===== src/hw/rtl/pcbw_ram.sv =====
// Generic single-port-write, single-port-read RAM with registered read data.
module pcbw_ram #(
  parameter int WIDTH = 32,
  parameter int DEPTH = 128,
  localparam int ADDR_W = (DEPTH > 1) ? $clog2(DEPTH) : 1
) (
  input  logic              clk,
  input  logic              wr_en,
  input  logic [ADDR_W-1:0] wr_addr,
  input  logic [WIDTH-1:0]  wr_data,
  input  logic [ADDR_W-1:0] rd_addr,
  output logic [WIDTH-1:0]  rd_data
);

  logic [WIDTH-1:0] mem_r [DEPTH];
  logic [WIDTH-1:0] rd_data_r;

  always_ff @(posedge clk) begin
    if (wr_en) begin
      mem_r[wr_addr] <= wr_data;
    end
    rd_data_r <= mem_r[rd_addr];
  end

  assign rd_data = rd_data_r;

endmodule

===== config.mk =====
export PLATFORM = sky130hd
export DESIGN_NAME = pcbw_ram
export DESIGN_NICKNAME = d
export VERILOG_FILES = /design/src/hw/rtl/pcbw_ram.sv
export SDC_FILE = /design/constraint.sdc
export NUM_CORES = 2
export LEC_CHECK = 0
export BUFFER_PORTS_ARGS = -buffer_cell sky130_fd_sc_hd__buf_2
export CAP_MARGIN = 20
export CORE_MARGIN = 3
export CORE_UTILIZATION = 60
export DETAILED_ROUTE_END_ITERATION = 8
export PLACE_DENSITY = 0.77
export SYNTH_ARGS = -nofsm -noshare
export SYNTH_HDL_FRONTEND = slang
export SYNTH_SLANG_ARGS = --single-unit

===== constraint.sdc =====
create_clock -name clk -period 5.45 [get_ports clk]
set_input_delay 1.09 -clock clk [delete_from_list [all_inputs] [get_ports clk]]
set_output_delay 1.09 -clock clk [all_outputs]
set_load 0.01 [all_outputs]

==> out/summary.json <==
{
  "core-area": {"value": 258000, "unit": "um^2"},
  "status": {"value": "finished clean"},
  "crit_path_start_kind": {"value": "primary input"},
  "netlist.area_leader.share": {"value": 0.787},
  "timing.rr.start": {"value": "mem_r[85][25]"},
  "period_share": {"value": 0.663},
  "setup_skew": {"value": 99.9, "unit": "ps"},
  "via_count_of_the_first_global_routing_pass": {"value": 76800},
  "share_of_synthesized_cell_area_in_and_or_nand_and_nor_gates": {"value": 0.00446},
  "place.detailed.hpwl": {"value": 224000, "unit": "um"},
  "detail_route.iter0.violations": {"value": 12900},
  "timing.rr.end": {"value": "rd_data[25]"},
  "avgRoutedWirePerCell": {"value": 43.1, "unit": "um"},
  "track_usage": {"value": 0.338},
  "syn_area": {"value": 156000, "unit": "um^2"},
  "clock_tree_from_tritoncts": {"value": "built"},
  "detail_route.vias_per_cell": {"value": 7.34},
  "antenna_found_initial": {"value": 61},
  "synthesis.area_per_instance": {"value": 26.1, "unit": "um^2"},
  "design.die.area": {"value": 267000, "unit": "um^2"},
  "hold_path_class": {"value": "primary input to flip-flop"},
  "yosysWarningCount": {"value": 0},
  "clock_tree.buffer_depth": {"value": 4},
  "drcViolationCount": {"value": 0},
  "port-buffer-count": {"value": 79},
  "wire_length_of_the_first_global_routing_pass": {"value": 614000, "unit": "um"},
  "report.final.hold_viol_count": {"value": 0},
  "synth-main-ff-cell": {"value": "sky130_fd_sc_hd__edfxtp_1"},
  "area.growth.synth_to_final": {"value": 13.0, "unit": "%"},
  "postRouteWirelength": {"value": 439000, "unit": "um"},
  "synth_adder_area_share": {"value": 0},
  "cts_clk_pin_slew_worst_paths": {"value": 60, "unit": "ps"},
  "cts_inserted_buffers": {"value": 407},
  "synth_area_leader_cell": {"value": "sky130_fd_sc_hd__edfxtp_1"},
  "cts_max_level": {"value": 5},
  "cts_setup_buffers": {"value": 0},
  "post_route_cells_drive_above_1_share": {"value": 0.362},
  "period_minus_slack": {"value": 3620, "unit": "ps"},
  "cts_hold_buffers": {"value": 0},
  "reg2reg_slack": {"value": 2560, "unit": "ps"},
  "cts-root-buf": {"value": "sky130_fd_sc_hd__clkbuf_16"},
  "drt_first_pass_iters": {"value": 5},
  "stdcell_area": {"value": 177000, "unit": "um^2"},
  "std_cell_rows": {"value": 186},
  "netlist_top_cells_count": {"value": "sky130_fd_sc_hd__edfxtp_1, sky130_fd_sc_hd__mux4_2, sky130_fd_sc_hd__clkbuf_1"},
  "detailroute.via_count": {"value": 74900},
  "power.density": {"value": 375, "unit": "nW/um^2"},
  "width_of_the_die": {"value": 516, "unit": "um"},
  "seq_area_frac_synth": {"value": 0.791},
  "post_synth_xor_area_fraction": {"value": 0},
  "num-fill-cells": {"value": 14100},
  "power_leakage": {"value": 54.4, "unit": "nW"},
  "holdPathEnd": {"value": "mem_r[32][2]"},
  "timing.fmax": {"value": 277, "unit": "MHz"},
  "synth_compound_area_frac": {"value": 0},
  "postSynthCellCount": {"value": 5990},
  "critical_path_class": {"value": "primary input to flip-flop"},
  "setup.worst_path.end_class": {"value": "flip-flop"},
  "maximum_number_of_pins_on_one_net_before_global_route_repair": {"value": 94},
  "final_util": {"value": 0.685},
  "die_h": {"value": 516, "unit": "um"},
  "cell_depth_of_the_worst_hold_path": {"value": 1},
  "reg2regPathDepth": {"value": 4},
  "timing.setup.tns": {"value": 0, "unit": "ps"},
  "main_combinational_cell_family_by_area_after_synthesis": {"value": "multiplexers"},
  "post_synth_mux_area_share": {"value": 0.196},
  "post_synth_main_area_contributors": {"value": "sky130_fd_sc_hd__edfxtp_1, sky130_fd_sc_hd__mux4_2, sky130_fd_sc_hd__clkbuf_1"},
  "synth-async-reset-ratio": {"value": 0},
  "unrepaired_setup_endpoints_after_global_routing": {"value": "false"},
  "maxSlewViolCount": {"value": 0},
  "drtAntennaViolNets": {"value": 0},
  "worstPathArrival": {"value": 4440, "unit": "ps"},
  "globalRoute.totalOverflow": {"value": 0},
  "power.total": {"value": 0.0663, "unit": "W"},
  "clock_latency_reported_for_the_late_side_of_the_worst_skew_pair": {"value": 1020, "unit": "ps"},
  "ioPinCount": {"value": 80},
  "tightest_slew": {"value": 1190, "unit": "ps"},
  "cts-resized-gates": {"value": 0},
  "timing.slew.headroom": {"value": 0.204},
  "reported_max_cap_violation_count": {"value": 0},
  "worst_ep_required_time": {"value": 6270, "unit": "ps"},
  "worstPathMaxFanout": {"value": 40},
  "finalWeightedCongestion": {"value": 0.850},
  "place_area": {"value": 164000, "unit": "um^2"},
  "final_net_count": {"value": 6513},
  "setup_viol": {"value": 0},
  "synth_cell_types": {"value": 17},
  "numClockSinks": {"value": 4128},
  "min_from": {"value": "wr_data[2]"},
  "floorplan.initialDensity": {"value": 0.606},
  "synth_most_common_cell": {"value": "sky130_fd_sc_hd__edfxtp_1"},
  "total_of_flip_flops_plus_latches_after_synthesis": {"value": 4128},
  "syn-num-nets": {"value": 6038},
  "post_synth_edffs": {"value": 4096},
  "worst_ir_drop_vdd": {"value": 344, "unit": "uV"}
}
==> metal layers <==
| layer | up-vias | share of wire | global-route usage |
|---|---|---|---|
| met5 | - | 0.00049 | 0 |
| met4 | 34 | 0.059 | 0.173 |
| met3 | 1173 | 0.14 | 0.0939 |
| met2 | 6819 | 0.48 | 0.520 |
| met1 | 39500 | 0.32 | 0.452 |
| li1 | 27300 | - | - |
==> registers in the layout, indices dropped and copies added, names as in the netlist <==
name and cells:
mem_r 4096, rd_data 32
==> cell families (layout without fill, tap and decap cells) <==
group	Yosys count	in the layout
mux	1376	1376
buf+inv	316	1112
other cells	0	24
flops	4128	4128
simple gates	170	170
==> critical path, stage by stage <==
cell	delay, ps
sky130_fd_sc_hd__buf_12	360
sky130_fd_sc_hd__buf_12	260
sky130_fd_sc_hd__buf_4	330
sky130_fd_sc_hd__mux4_2	610
sky130_fd_sc_hd__mux4_2	670
sky130_fd_sc_hd__mux4_2	670
sky130_fd_sc_hd__mux2_2	340
==> area by class of cell <==
class	instances	area, um^2	share of cell area
clock buffer	493	10600	0.0601
clock inverter	237	2200	0.0125
timing repair buffer	382	3610	0.0205
tap	3384	4230	0.0240
antenna	24	60.1	0.000340
sequential	4128	124000	0.700
multi-input combinational	1546	32300	0.183
==> layout by cell type, fill, tap and decap left out, drive strengths merged <==
cell type and instances:
dfxtp 32, nand4 3, mux4 1344, bufinv 39, clkbuf 493, nand3 12
nor2b 7, nor3 9, edfxtp 4096, inv 11, clkinvlp 16, mux2 32
clkinv 171, buf 382, nand2 14, or3 1, nor2 122, diode 24
nand2b 2
==> power by group <==
group	switching, W	internal (W)	leakage, nW
combinational	0.00223	0.00132	11.0
clock	0.0119	0.0157	6.27
sequential	0.000139	0.0351	37.1
==> worst max-delay path by stage <==
stage               start           end  slack, ps  cells past startpoint
2_1_floorplan       wr_en  mem_r[98][0]       1120                      3
3_3_place_gp   rd_addr[0]   rd_data[31]       1060                      7
3_5_place_dp   rd_addr[0]   rd_data[25]        990                      7
4_1_cts        rd_addr[0]   rd_data[25]       1940                      8
5_1_grt        rd_addr[0]   rd_data[25]       1830                      8
6_report       rd_addr[0]   rd_data[25]       1830                      7
==> metrics by stage <==
step / setup WS [ps] / hold slack [ps] / cells
6_report: 1830 / 622 / 10200
5_1_grt: 1830 / 621 / 10200
4_1_cts: 1940 / 571 / 10200
3_5_place_dp: 993 / 1120 / 9440
3_3_place_gp: 1060 / 1100 / 9440
2_1_floorplan: 1120 / 1070 / 5990
Power figures use the tool's default switching activity.
